==> config.mk <==
export PLATFORM = sky130hd
export DESIGN_NAME = four_digit_seven_segment_scanner_unit
export DESIGN_NICKNAME = d
export VERILOG_FILES = /design/src/sv/fdss_pkg.sv /design/src/sv/fdss_ctrl.sv /design/src/sv/fdss_dp.sv /design/src/sv/four_digit_seven_segment_scanner_unit.sv
export SDC_FILE = /design/constraint.sdc
export NUM_CORES = 1
export LEC_CHECK = 0
export BUFFER_PORTS_ARGS = -buffer_cell sky130_fd_sc_hd__buf_2
export CELL_PAD_IN_SITES_DETAIL_PLACEMENT = 1
export CELL_PAD_IN_SITES_GLOBAL_PLACEMENT = 2
export CORE_UTILIZATION = 41
export DETAILED_ROUTE_END_ITERATION = 6
export PLACE_DENSITY_LB_ADDON = 0.15
export SYNTH_ARGS = -nofsm -noshare
export SYNTH_HDL_FRONTEND = slang
export SYNTH_SLANG_ARGS = --single-unit
==> constraint.sdc <==
create_clock -name clk -period 6.1 [get_ports clk]
set_input_delay 1.525 -clock clk [delete_from_list [all_inputs] [get_ports clk]]
set_output_delay 1.525 -clock clk [all_outputs]
set_load 0.01 [all_outputs]
==> src/sv/fdss_pkg.sv <==
// shared types, constants and the segment decoder for the digit scanner
`default_nettype none
package fdss_pkg;

  localparam int unsigned VALUE_W = 14;
  localparam int unsigned SEG_W   = 7;
  localparam int unsigned DIGITS  = 4;
  localparam int unsigned CNT_W   = 2;
  localparam int unsigned QUOT_W  = 10;

  localparam logic [VALUE_W-1:0] OVERFLOW_LIMIT = 14'd9999;
  // reciprocal of ten scaled by 2^16, exact for values up to the limit
  localparam logic [12:0]        RECIP_TEN      = 13'd6554;
  localparam int unsigned        RECIP_SHIFT    = 16;

  localparam logic [SEG_W-1:0]   SEG_ZERO       = 7'h3F;
  localparam logic [DIGITS-1:0]  ALL_DIGITS     = 4'hF;

  typedef enum logic [1:0] {
    ST_IDLE,
    ST_DIV,
    ST_EMIT
  } state_t;

  typedef struct packed {
    logic load;
    logic div;
    logic emit;
  } cmd_t;

  typedef struct packed {
    logic out_free;
    logic ovf;
    logic q_zero;
  } status_t;

  function automatic logic [SEG_W-1:0] seg_decode(input logic [3:0] d);
    logic [SEG_W-1:0] s;
    case (d)
      4'd0:    s = 7'h3F;
      4'd1:    s = 7'h06;
      4'd2:    s = 7'h5B;
      4'd3:    s = 7'h4F;
      4'd4:    s = 7'h66;
      4'd5:    s = 7'h6D;
      4'd6:    s = 7'h7D;
      4'd7:    s = 7'h07;
      4'd8:    s = 7'h7F;
      4'd9:    s = 7'h6F;
      default: s = 7'h00;
    endcase
    return s;
  endfunction

endpackage
`default_nettype wire

==> src/sv/fdss_ctrl.sv <==
// sequencing state machine for the digit scanner
`default_nettype none
module fdss_ctrl (
  input  wire              clk,
  input  wire              rst_n,
  input  wire              in_valid,
  output logic             in_ready,
  input  fdss_pkg::status_t sts,
  output fdss_pkg::cmd_t   cmd
);

  fdss_pkg::state_t state_r, state_nxt;

  always_ff @(posedge clk) begin
    if (!rst_n) begin
      state_r <= fdss_pkg::ST_IDLE;
    end else begin
      state_r <= state_nxt;
    end
  end

  always_comb begin
    state_nxt = state_r;
    cmd       = '0;
    in_ready  = 1'b0;
    case (state_r)
      fdss_pkg::ST_IDLE: begin
        in_ready = 1'b1;
        if (in_valid) begin
          cmd.load  = 1'b1;
          state_nxt = fdss_pkg::ST_DIV;
        end
      end
      fdss_pkg::ST_DIV: begin
        cmd.div   = 1'b1;
        state_nxt = fdss_pkg::ST_EMIT;
      end
      fdss_pkg::ST_EMIT: begin
        if (sts.out_free) begin
          cmd.emit = 1'b1;
          if (sts.ovf || sts.q_zero) begin
            state_nxt = fdss_pkg::ST_IDLE;
          end else begin
            state_nxt = fdss_pkg::ST_DIV;
          end
        end
      end
      default: begin
        state_nxt = fdss_pkg::ST_IDLE;
      end
    endcase
  end

endmodule
`default_nettype wire

==> src/sv/fdss_dp.sv <==
// value register, divide-by-ten step, enable mask and output register
`default_nettype none
module fdss_dp (
  input  wire                               clk,
  input  wire                               rst_n,
  input  wire [fdss_pkg::VALUE_W-1:0]       in_value_to_show,
  input  fdss_pkg::cmd_t                    cmd,
  output fdss_pkg::status_t                 sts,
  output logic                              out_valid,
  input  wire                               out_ready,
  output logic [fdss_pkg::SEG_W-1:0]        out_segments,
  output logic [fdss_pkg::DIGITS-1:0]       out_digit_enables,
  output logic                              out_last
);

  logic [fdss_pkg::VALUE_W-1:0]  val_r;
  logic [fdss_pkg::QUOT_W-1:0]   quot_r;
  logic                          ovf_r;
  logic [fdss_pkg::CNT_W-1:0]    cnt_r;
  logic [fdss_pkg::DIGITS-1:0]   held_r;
  logic                          out_valid_r;
  logic [fdss_pkg::SEG_W-1:0]    seg_r;
  logic [fdss_pkg::DIGITS-1:0]   en_r;
  logic                          last_r;

  logic [26:0]                   prod;
  logic [fdss_pkg::VALUE_W-1:0]  rem_full;
  logic [3:0]                    digit;
  logic [fdss_pkg::DIGITS-1:0]   pos_bit;

  // quotient by reciprocal multiply
  assign prod = 27'(val_r) * 27'(fdss_pkg::RECIP_TEN);

  // remainder = v - 10*q using shifts
  assign rem_full = val_r
                  - {1'b0, quot_r, 3'b000}
                  - {3'b000, quot_r, 1'b0};
  assign digit    = rem_full[3:0];

  // first digit lands on the rightmost position (bit 3)
  always_comb begin
    pos_bit = '0;
    pos_bit[fdss_pkg::CNT_W'(fdss_pkg::DIGITS - 1) - cnt_r] = 1'b1;
  end

  assign sts.out_free = !out_valid_r || out_ready;
  assign sts.ovf      = ovf_r;
  assign sts.q_zero   = (quot_r == '0);

  always_ff @(posedge clk) begin
    if (cmd.load) begin
      val_r <= in_value_to_show;
    end else if (cmd.emit) begin
      val_r <= fdss_pkg::VALUE_W'(quot_r);
    end
    if (cmd.div) begin
      quot_r <= prod[fdss_pkg::RECIP_SHIFT +: fdss_pkg::QUOT_W];
    end
    if (cmd.load) begin
      ovf_r <= (in_value_to_show > fdss_pkg::OVERFLOW_LIMIT);
    end
    if (cmd.emit) begin
      if (ovf_r) begin
        seg_r  <= fdss_pkg::SEG_ZERO;
        en_r   <= fdss_pkg::ALL_DIGITS;
        last_r <= 1'b1;
      end else begin
        seg_r  <= fdss_pkg::seg_decode(digit);
        en_r   <= held_r | pos_bit;
        last_r <= (quot_r == '0);
      end
    end
  end

  always_ff @(posedge clk) begin
    if (!rst_n) begin
      cnt_r       <= '0;
      held_r      <= '0;
      out_valid_r <= 1'b0;
    end else begin
      if (cmd.load) begin
        cnt_r <= '0;
      end else if (cmd.emit) begin
        cnt_r <= cnt_r + 1'b1;
      end
      if (cmd.emit) begin
        if (ovf_r) begin
          held_r <= fdss_pkg::ALL_DIGITS;
        end else begin
          held_r <= held_r & ~pos_bit;
        end
      end
      if (cmd.emit) begin
        out_valid_r <= 1'b1;
      end else if (out_ready) begin
        out_valid_r <= 1'b0;
      end
    end
  end

  assign out_valid         = out_valid_r;
  assign out_segments      = seg_r;
  assign out_digit_enables = en_r;
  assign out_last          = last_r;

endmodule
`default_nettype wire

==> src/sv/four_digit_seven_segment_scanner_unit.sv <==
// top level of the four-digit seven-segment scanner
// Takes one 14-bit value per item and returns one result item per lit digit,
// least significant digit first, placed from the rightmost digit (enable
// bit 3) leftward with no leading zeros; zero gives a single '0'. Each
// result's enable mask is the held mask plus the current digit, and that
// digit's bit is then cleared from the held mask. A value above 9999 gives
// one result showing '0' with all four enables set, and the held mask is
// left all ones. out_last marks the final result of an item.
// Sequence: an item is taken in the idle state, then each digit takes a
// divide-by-ten step through a constant reciprocal multiplier, then the
// load of the output register, which waits for out_ready while that
// register still holds an untaken result. The next item is taken once the
// last result is in the output register, while that result may still be
// waiting.
`default_nettype none
module four_digit_seven_segment_scanner_unit (
  input  wire                               clk,
  input  wire                               rst_n,
  // input channel
  input  wire                               in_valid,
  output logic                              in_ready,
  input  wire [fdss_pkg::VALUE_W-1:0]       in_value_to_show,
  // result channel
  output logic                              out_valid,
  input  wire                               out_ready,
  output logic [fdss_pkg::SEG_W-1:0]        out_segments,
  output logic [fdss_pkg::DIGITS-1:0]       out_digit_enables,
  output logic                              out_last
);

  // command and status between sequencer and datapath
  fdss_pkg::cmd_t    cmd;
  fdss_pkg::status_t sts;

  fdss_ctrl u_ctrl (
    .clk      (clk),
    .rst_n    (rst_n),
    .in_valid (in_valid),
    .in_ready (in_ready),
    .sts      (sts),
    .cmd      (cmd)
  );

  fdss_dp u_dp (
    .clk               (clk),
    .rst_n             (rst_n),
    .in_value_to_show  (in_value_to_show),
    .cmd               (cmd),
    .sts               (sts),
    .out_valid         (out_valid),
    .out_ready         (out_ready),
    .out_segments      (out_segments),
    .out_digit_enables (out_digit_enables),
    .out_last          (out_last)
  );

endmodule
`default_nettype wire
After elaboration in Yosys (flattened, before gate mapping)
Memory sizes are Yosys's and may differ from the RTL's. A register that Yosys moved wholly into a read port is not among the register bits.
Index checks and enable logic that the tools add are counted.
{ "op_classes": {"addsub": 4, "mul": 1, "order_cmp": 3, "n_eq_ne": 4, "n_mux": 17, "bitwise_logic": 4, "reduce_logical": 10} }
{ "ops": {"columns": ["op", "n"], "rows": [
  ["2-to-1 mux 14 bit", 2],
  ["multiplier 14 x 12 -> 25 bit (second input constant)", 1],
  ["> comparator 14 bit (second input constant)", 1],
  ["zero test 10 bit", 1],
  ["2-to-1 mux 1 bit", 10],
  ["subtractor 4 bit", 2],
  ["one-hot mux 2 bit (3 select lines)", 1],
  ["AND 4 bit", 1],
  ["2-to-1 mux 2 bit", 2],
  ["2-to-1 mux 4 bit", 1],
  ["inequality test 2 bit (second input constant)", 2],
  ["NOT 4 bit", 1],
  ["OR 4 bit", 1],
  ["nonzero test 2 bit", 2],
  ["< comparator 2 x 3 -> 1 bit (second input constant)", 1],
  ["adder 2 x 1 -> 2 bit (second input constant)", 1],
  ["demux 1 bit (select 2 bit)", 1],
  ["equality test 2 x 1 -> 1 bit (second input constant)", 1],
  ["equality test 2 bit (second input constant)", 1],
  [">= comparator 2 x 1 -> 1 bit (second input constant)", 1],
  ["zero test 2 bit", 1],
  ["logical OR 1 bit", 2],
  ["AND reduction 2 bit", 1],
  ["OR reduction 2 bit", 1],
  ["other kinds (4)", 4]
]} }
{ "totals": {"regBits": 39, "mem_bits_ro": 112, "inputBits": 18, "elab_cells": 53, "mem_count": 1} }
{ "mem_list": {"columns": ["memory", "depth", "word_bits", "rd", "rd_ports_with_merged_regs", "write_ports", "line_no", "source"], "rows": [
  ["(name not given)", 16, 7, 1, 1, 0, "fdss_pkg.sv:39", "case (d)"]
]} }

Logic depth before layout (Yosys ltp)
Gate-level depths: netlist of run 1.
{ "depth": {"ltp_word": 8, "ltp_mapped": 18, "depth_no_buf": 18} }

Modules after synthesis
A second synthesis of run 1 with hierarchy kept.
{ "unflattened": {"cells_unflattened": 467, "hier_area_um2": 5027.3} }
{ "by_module_without_submodules": {"columns": ["module", "instances", "cells_each", "area_per_inst_um2", "seq_area_each_um2"], "rows": [
  ["fdss_dp", 1, 454, 4903.5, 1251.2],
  ["fdss_ctrl", 1, 13, 123.9, 40.0]
]} }

Worst setup path before layout of run 1
No wires, ideal clock.
{ "synth_timing": {"path_kind": "register -> register", "startpoint": "register u_dp.val_r[1] in the netlist's numbering", "endpoint": "register u_dp.quot_r[8] in the netlist's numbering, data pin", "arrival_time_ns": 4.630, "t_required_ns": 5.843, "slack_ns": 1.213, "stages_incl_launch_ff": 18, "path_buffers": 0, "cell_sequence": "edfxtp_1 > ha_1 > inv_1 > ha_1 > inv_1 > fa_1 > inv_1 > fa_1 > inv_1 > fa_1 > inv_1 > ha_1 > a2111oi_4 > o221ai_2 > a41o_1 > or3_1 > and2_2 > xor2_1"} }
{ "synth_via": {"elab_chain_len": 1} }
{ "synth_rtl": {"columns": ["item", "line_no", "source"], "rows": [
  ["from (decl)", "fdss_dp.sv:16", "logic [fdss_pkg::VALUE_W-1:0] val_r;"],
  ["from (signal assigned)", "fdss_dp.sv:52", "val_r <= in_value_to_show;"],
  ["from (signal assigned)", "fdss_dp.sv:54", "val_r <= fdss_pkg::VALUE_W'(quot_r);"],
  ["multiplier 14 x 12 -> 25 bit", "fdss_dp.sv:32", "assign prod = 27'(val_r) * 27'(fdss_pkg::RECIP_TEN);"],
  ["via u_dp.prod[24]", "fdss_dp.sv:26", "logic [26:0] prod;"],
  ["to (signal assigned)", "fdss_dp.sv:57", "quot_r <= prod[fdss_pkg::RECIP_SHIFT +: fdss_pkg::QUOT_W];"],
  ["to (decl)", "fdss_dp.sv:17", "logic [fdss_pkg::QUOT_W-1:0] quot_r;"]
]} }
The timed path passes the listed nets, and every way through them passes these cells.
A chain may end at the register's enable or synchronous reset.

Worst setup path in the final report of run 1
Same ends and word-level chain as after synthesis.

==> results.yml, run 1 <==
status:
  outcome: "finished clean"
placement:
  placed_area_um2: 5390
  place_congestion: 0.870
  dp_hpwl_um: 9910
  io_buffers: 31
global_route:
  grt_max_degree: 22
  grt_remaining_overflow: 0
  grt_pass1_vias: 3742
  grtUsageTotal_pct: 19.8
  grt_pass1_wl_um: 19500
  grt_antenna_before_repair: 1
setup_path:
  cp-start-kind: "register"
  critPathRequiredTime_ps: 6150
  critical_path_class: "register to register"
  cp-startpoint: "u_dp.val_r[1]"
  cp_max_fo: 8
  r2r-start: "u_dp.val_r[1]"
  arrival_ps: 5210
  end_kind: "register"
floorplan:
  initial_utilization_pct: 42.2
  fp.dieH_um: 113
  die_width_um: 113
  rows: 40
  coreArea_um2: 12000
  boundaryPins: 32
  die_area_um2: 12800
logic_synthesis:
  synth_seq_cells: 46
  avgSynthCellArea_um2: 10.4
  synth-main-ff-cell: "edfxtp_1"
  synth.most_common_cell: "inv_1"
  synth_commonest_cells: "inv_1, ha_1, fa_1, edfxtp_1, nor2_1"
  syn_nets: 653
  synth_edf_count: 37
  yosysWarnings: 0
  synth_area_um2: 5070
  yosys-top-cells-area: "ha_1, edfxtp_1, fa_1"
  async_reset_ff_share_pct: 0
  yosysTopAreaCellShare_pct: 25.4
  syn_inst: 486
  yosysSeqAreaShare_pct: 25.5
  ys_types: 41
  synth_area_leader_cell: "ha_1"
clocking:
  cts_resized: 0
  clk_path_buf_depth: 2
  cts_sinks: 46
  worstSkewPairLatency_ps: 290
  cts_tree: "yes"
  ctsHoldBuffers: 0
  cts_buffers: 5
  cts_setup_buffers: 0
  cts_root_buffer: "clkbuf_16"
  path_clk_slew_ps: 70
  cts_htree_levels: 2
finish:
  fin_util_pct: 46.1
  fillers: 1354
  antenna_cells: 0
  design_area_um2: 5540
  syn_to_final_growth_pct: 9.31
  layout-drive-gt1-share_pct: 10.4
  nets: 685
route:
  wirelength_um: 11400
  dr.pass1.iters: 4
  route.detailed.drc: 0
  routedWlPerCell_um: 17.1
  avgViaCountPerCell: 5.11
  antenna_left: 0
  vias: 3403
  drtIter0Drc: 92
flow_run:
  maxCapViolations: 0
sta:
  max-slew-margin-rel_pct: 32.6
  fin_crit_ps: 5160
  max_slew.worst_pin.slew_ps: 1010
  fin_worst_skew_ps: 5.35
  setup_violations: 0
  fin_crit_sh_pct: 84.6
  fin_setup_tns_ps: 0
  rsz0062_at_grt: "no"
  max_freq_mhz: 194
  hold_violations: 0
  slew_viol_final: 0
min_path:
  min_from: "u_dp.held_r[1]"
  worstHoldPathType: "register to register"
## layer usage
| metal | share of wire [%] | vias up | GRT usage (%) |
|---|---|---|---|
| met1 | 47 | 1691 | 26.1 |
| met2 | 50 | 27 | 34.4 |
| met5 | 0.070 | - | 0 |
| met4 | 1.7 | 2 | 4.21 |
| met3 | 1.4 | 12 | 2.84 |
| li1 | - | 1671 | - |
## final timing paths
check / slack (ps) / to / cells after the start
worst max-delay path: 940 / u_dp.quot_r[8] / 17
worst min-delay path: 510 / u_dp.held_r[1] / 2
worst max register to register: 940 / u_dp.quot_r[8] / 17
worst min register to register: 510 / u_dp.held_r[1] / 2
## critical path, cell delays in order (launching register included)
cell,delay [ps]
edfxtp_1,530
ha_1,380
inv_1,80
ha_1,280
inv_1,50
fa_1,530
inv_1,50
fa_1,520
inv_1,50
fa_1,520
inv_1,40
ha_1,330
a2111oi_4,310
o221ai_2,200
a41o_1,310
or3_1,400
and2_2,210
xor2_1,130
## through the flow
| step | hold WS, ps | setup WS, ps | cells |
|---|---|---|---|
| 3_3_place_gp | 484 | 1020 | 658 |
| 6_report | 512 | 939 | 666 |
| 4_1_cts | 515 | 929 | 666 |
| 5_1_grt | 543 | 730 | 666 |
| 2_1_floorplan | 472 | 1210 | 486 |
| 3_5_place_dp | 496 | 925 | 658 |
## logic make-up (layout without fill, tap and decap cells)
group	Yosys count	after routing	synth area share, %
mux	11	11	2.42
flops	46	46	25.5
simple gates	80	80	7.80
fa+ha+maj	149	149	43.6
buf+inv	115	148	8.52
compound gates	59	59	7.68
xor+xnor	26	26	4.49
## cell usage in the layout, fill, tap and decap left out, types with 4 or more instances in the layout
cell       count
a31oi_1        4
xor2_1        12
nand2_1       18
fa_1          46
buf_2         31
a21oi_1       21
nand3_1        5
or3_1          5
and3_1         4
mux2_2        10
nand2b_1       4
o21ai_0       14
ha_1         103
clkbuf_16      5
a21o_1         6
inv_1        109
edfxtp_1      37
and2_1         5
xnor2_1       14
dfxtp_1        9
nor2_1        22
nor2b_1        6
## registers in the layout, indices dropped and copies added (netlist names)
| name | flops |
|---|---|
| u_dp.out_digit_enables | 4 |
| u_dp.val_r | 14 |
| u_ctrl.state_r | 2 |
| u_dp.ovf_r | 1 |
| u_dp.out_valid | 1 |
| u_dp.out_last | 1 |
| u_dp.held_r | 4 |
| u_dp.cnt_r | 2 |
| u_dp.quot_r | 10 |
| u_dp.out_segments | 7 |
## final cells by class
cell class              count  area, um^2  share of cell area (%)
clock buffers               5         125                    2.26
clock inverters             3        27.5                   0.497
inverters                 109         409                    7.39
multi-input cells         325        3350                    60.4
flip-flops and latches     46        1290                    23.3
well taps                 147         184                    3.32
repair buffers             31         155                    2.80
Power of run 1 is left out: the tool's default activity adds up to more than one toggle a clock period on the data nets, which glitch-free logic cannot reach.
==> run 2: changes to the inputs <==
--- a/config.mk
+++ b/config.mk
@@ -5,10 +5,11 @@
 export SDC_FILE = /design/constraint.sdc
 export NUM_CORES = 1
 export LEC_CHECK = 0
+export ABC_AREA = 1
 export BUFFER_PORTS_ARGS = -buffer_cell sky130_fd_sc_hd__buf_2
 export CELL_PAD_IN_SITES_DETAIL_PLACEMENT = 1
 export CELL_PAD_IN_SITES_GLOBAL_PLACEMENT = 2
-export CORE_UTILIZATION = 41
+export CORE_UTILIZATION = 39
 export DETAILED_ROUTE_END_ITERATION = 6
 export PLACE_DENSITY_LB_ADDON = 0.15
 export SYNTH_ARGS = -nofsm -noshare
==> constraint.sdc (replaced) <==
create_clock -name clk -period 5.4 [get_ports clk]
set_input_delay 1.35 -clock clk [delete_from_list [all_inputs] [get_ports clk]]
set_output_delay 1.35 -clock clk [all_outputs]
set_load 0.01 [all_outputs]
==> results.yml, run 2 <==
sta:
  slew_viol_final: 0
  fin_setup_tns_ps: 0
  rsz0062_at_grt: "no"
  fin_worst_skew_ps: 4.59
  max_slew.worst_pin.slew_ps: 1200
  fin_crit_ps: 5120
  setup_violations: 0
  hold_violations: 0
  max_freq_mhz: 195
  fin_crit_sh_pct: 94.8
  max-slew-margin-rel_pct: 19.9
logic_synthesis:
  syn_nets: 819
  synth_edf_count: 37
  synth_commonest_cells: "inv_1, nand2_1, ha_1, fa_1, nor2_1"
  yosysWarnings: 0
  yosysSeqAreaShare_pct: 23.3
  yosysTopAreaCellShare_pct: 23.3
  synth_area_leader_cell: "ha_1"
  avgSynthCellArea_um2: 8.48
  synth-main-ff-cell: "edfxtp_1"
  synth_seq_cells: 46
  syn_inst: 652
  synth.most_common_cell: "inv_1"
  ys_types: 36
  async_reset_ff_share_pct: 0
  synth_area_um2: 5530
  yosys-top-cells-area: "ha_1, edfxtp_1, fa_1"
setup_path:
  end_kind: "register"
  cp_max_fo: 6
  arrival_ps: 5160
  max_stage_delay_ps: 560
  critPathRequiredTime_ps: 5440
  crit_chain: "ha_1 -> fa_1 -> inv_1 -> fa_1 -> inv_1 -> fa_1 -> inv_1 -> fa_1 -> inv_1 -> ha_1 -> nand4_1 -> nor3_1 -> nand3_1 -> nand4_1 -> nand2_1"
  slowest_stage: "fa_1"
  cp-start-kind: "register"
  critical_path_class: "register to register"
finish:
  layout_commonest_cell: "inv_1"
  design_area_um2: 6050
  antenna_cells: 0
  layout-drive-gt1-share_pct: 7.55
  largest_register_ffs: 14
  top_register: "u_dp.val_r"
  syn_to_final_growth_pct: 9.30
  nets: 855
  mostFrequentLayoutCells: "inv_1, nand2_1, ha_1"
flow_run:
  maxCapViolations: 0
clocking:
  cts_root_buffer: "clkbuf_16"
  cts_resized: 0
  cts_setup_buffers: 0
  cts_buffers: 5
  clk_path_buf_depth: 2
  cts_tree: "yes"
  path_clk_slew_ps: 70
  ctsHoldBuffers: 0
  cts_sinks: 46
  cts_htree_levels: 2
  worstSkewPairLatency_ps: 290
global_route:
  grtUsageTotal_pct: 20.1
  grt_remaining_overflow: 0
  grt_pass1_vias: 4364
  grt_pass1_wl_um: 22200
  grt_antenna_before_repair: 0
  grt_max_degree: 19
route:
  dr.pass1.iters: 4
  vias: 4202
  route.detailed.drc: 0
  routedWlPerCell_um: 16.2
  wirelength_um: 14000
  drtIter0Drc: 156
  antenna_left: 0
  avgViaCountPerCell: 4.84
status:
  outcome: "finished clean"
floorplan:
  die_width_um: 121
  rows: 43
  die_area_um2: 14700
  boundaryPins: 32
  fp.dieH_um: 121
  coreArea_um2: 13900
  initial_utilization_pct: 39.9
placement:
  place_congestion: 0.858
  placed_area_um2: 5900
  dp_hpwl_um: 12300
  io_buffers: 31
min_path:
  worstHoldPathType: "register to register"
==> run 2: cell count changes after synthesis, sizes merged, moves of 7 or more <==
cell	previous run	this run
a21oi	21	28
inv	109	160
mux2	10	0
nand2	18	140
nand3	5	27
nor2	22	43
nor2b	7	0
xnor2	14	5
==> run 2: cell type report <==
| type | count | area (um^2) |
|---|---|---|
| multi-input cells | 444 | 3630 |
| repair buffers | 31 | 155 |
| fillers | 1726 | 7840 |
| inverters | 160 | 601 |
| clock inverters | 2 | 13.8 |
| well taps | 180 | 225 |
| flip-flops and latches | 46 | 1290 |
| clock buffers | 6 | 129 |
==> run 2: per-layer routing <==
layer	vias up	part of all wire [%]	wire length, um	track usage [%]
met1	2048	50	7040	28.9
met5	-	0	0	0
met3	6	1.9	261	2.21
li1	2116	-	-	-
met2	32	47	6600	32.6
met4	0	1.0	146	3.86
==> run 2: worst paths after layout <==
| kind | cells after the start | to | from | slack, ps |
|---|---|---|---|---|
| max | 15 | u_dp.quot_r[8] | u_dp.val_r[6] | 280 |
| min | 2 | u_dp.held_r[0] | u_dp.held_r[0] | 480 |
| max reg2reg | 15 | u_dp.quot_r[8] | u_dp.val_r[6] | 280 |
| min reg2reg | 2 | u_dp.held_r[0] | u_dp.held_r[0] | 480 |
==> run 2: critical path: cells and delay by family (launching register included) <==
kind | cells | cell delay (ps)
AND/OR/NAND/NOR | 5 | 1150
flip-flops | 1 | 530
adder cells (fa/ha/maj) | 6 | 2950
buffers and inverters | 4 | 220
==> run 2: kinds of logic after synthesis <==
| family | synth area share [%] |
|---|---|
| compound gates | 5.41 |
| xor+xnor | 2.19 |
| fa+ha+maj | 39.9 |
| buf+inv | 11.0 |
| flops | 23.3 |
| simple gates | 18.1 |
==> run 2: through the flow <==
stage	instances	utilization [%]	hold WS, ps	worst slack [ps]
global placement	861	42.5	460	290
floorplan	652	-	451	1100
finish	869	43.6	479	283
global route	869	43.6	519	87.0
detailed placement	861	42.5	471	358
CTS	869	43.6	481	323
Power of run 2 is left out for the same reason.
==> run 3: changes to the inputs <==
--- a/config.mk
+++ b/config.mk
@@ -9,6 +9,7 @@
 export BUFFER_PORTS_ARGS = -buffer_cell sky130_fd_sc_hd__buf_2
 export CELL_PAD_IN_SITES_DETAIL_PLACEMENT = 1
 export CELL_PAD_IN_SITES_GLOBAL_PLACEMENT = 2
+export CORE_ASPECT_RATIO = 1.1
 export CORE_UTILIZATION = 39
 export DETAILED_ROUTE_END_ITERATION = 6
 export PLACE_DENSITY_LB_ADDON = 0.15
==> results.yml, run 3 (synthesized netlist as in run 2, its figures left out) <==
setup_path:
  end_kind: "register"
  cp_max_fo: 6
  max_stage_delay_ps: 570
  crit_chain: "ha_1 -> fa_1 -> inv_1 -> fa_1 -> inv_1 -> fa_1 -> inv_1 -> fa_1 -> inv_1 -> ha_1 -> a21oi_1 -> o21ai_0 -> a21oi_1 -> nand3_1 -> nand2_1 -> nand2_1"
  critPathRequiredTime_ps: 5440
  slowest_stage: "edfxtp_1"
  cp-start-kind: "register"
  critical_path_class: "register to register"
  arrival_ps: 5010
sta:
  fin_worst_skew_ps: 9.21
  hold_slack_ps: 481
  fin_crit_ps: 4960
  max-slew-margin-rel_pct: 31.7
  setup_violations: 0
  rsz0062_at_grt: "no"
  slew_viol_final: 0
  hold_violations: 0
  timing.final.ws_setup_ps: 436
  fin_setup_tns_ps: 0
  fin_crit_sh_pct: 91.9
  max_freq_mhz: 201
  max_slew.worst_pin.slew_ps: 1020
clocking:
  cts_resized: 0
  worstSkewPairLatency_ps: 290
  cts_sinks: 46
  cts_htree_levels: 2
  cts_buffers: 5
  ctsHoldBuffers: 0
  cts_tree: "yes"
  cts_setup_buffers: 0
  clk_path_buf_depth: 2
  path_clk_slew_ps: 70
  cts_root_buffer: "clkbuf_16"
global_route:
  grtUsageTotal_pct: 22.2
  grt_pass1_wl_um: 24700
  grt_remaining_overflow: 0
  grt_max_degree: 19
  grt_antenna_before_repair: 0
  grt_pass1_vias: 4808
finish:
  layout_commonest_cell: "inv_1"
  antenna_cells: 0
  nets: 856
  top_register: "u_dp.val_r"
  final_cells: 878
  mostFrequentLayoutCells: "inv_1, nand2_1, ha_1"
  largest_register_ffs: 14
  syn_to_final_growth_pct: 10.5
  fillers: 1693
  layout-drive-gt1-share_pct: 7.83
route:
  drtIter0Drc: 140
  route.detailed.drc: 0
  antenna_left: 0
  routedWlPerCell_um: 16.4
  vias: 4204
  wirelength_um: 14400
  avgViaCountPerCell: 4.79
  dr.pass1.iters: 4
placement:
  place_congestion: 0.920
  placed_cells: 870
  dp_hpwl_um: 12600
  io_buffers: 31
  dpl_worst_slack_ps: 432
floorplan:
  die_area_um2: 14700
  die_width_um: 116
  rows: 45
  coreArea_um2: 13900
  initial_utilization_pct: 39.9
  fp.dieH_um: 127
  boundaryPins: 32
min_path:
  worstHoldPathType: "register to register"
flow_run:
  maxCapViolations: 0
status:
  outcome: "finished clean"
==> run 3: changes by cell type in the layout (fill, tap and decap cells not counted) <==
cell / change
clkinv_4: -1
bufinv_16: +1
clkbuf_16: +1
buf_4: +1
clkbuf_8: +1
clkbuf_1: -1
clkinv_2: -1
==> run 3: final cells by class <==
class / count / area (um^2) / area share (%)
Multi-Input combinational cell: 444 / 3630 / 59.4
Sequential cell: 46 / 1290 / 21.1
Inverter: 160 / 601 / 9.82
Tap cell: 188 / 235 / 3.85
Clock buffer: 7 / 164 / 2.68
Timing Repair Buffer: 32 / 163 / 2.66
Clock inverter: 1 / 30.0 / 0.491
==> run 3: worst paths after layout <==
check	from	cells past startpoint	endpoint	slack, ps
max	u_dp.val_r[6]	16	u_dp.quot_r[8]	440
min	u_dp.held_r[2]	2	u_dp.held_r[2]	480
min reg2reg	u_dp.held_r[2]	2	u_dp.held_r[2]	480
max reg2reg	u_dp.val_r[6]	16	u_dp.quot_r[8]	440
==> run 3: worst max-delay path, delay by kind of cell (launching register included) <==
family                     cells  cell delay (ps)
AOI/OAI and AO/OA              3              730
and+or+nand+nor                3              250
DFF                            1              570
adders and majority gates      6             2960
buffers and inverters          4              220
==> run 3: through the flow <==
step | utilization [%] | area [um^2]
floorplan | - | 5530
global placement | 42.7 | 5920
detailed placement | 42.7 | 5920
CTS | 44.1 | 6110
global route | 44.1 | 6110
finish | 44.1 | 6110
==> run 3: layer usage <==
layer	track usage [%]	vias to the layer above	routed length [um]
met5	0	-	0
li1	-	2116	-
met2	38.5	35	7160
met1	29.5	2039	6720
met3	2.05	14	232
met4	5.58	0	273
Power of run 3 is left out for the same reason.
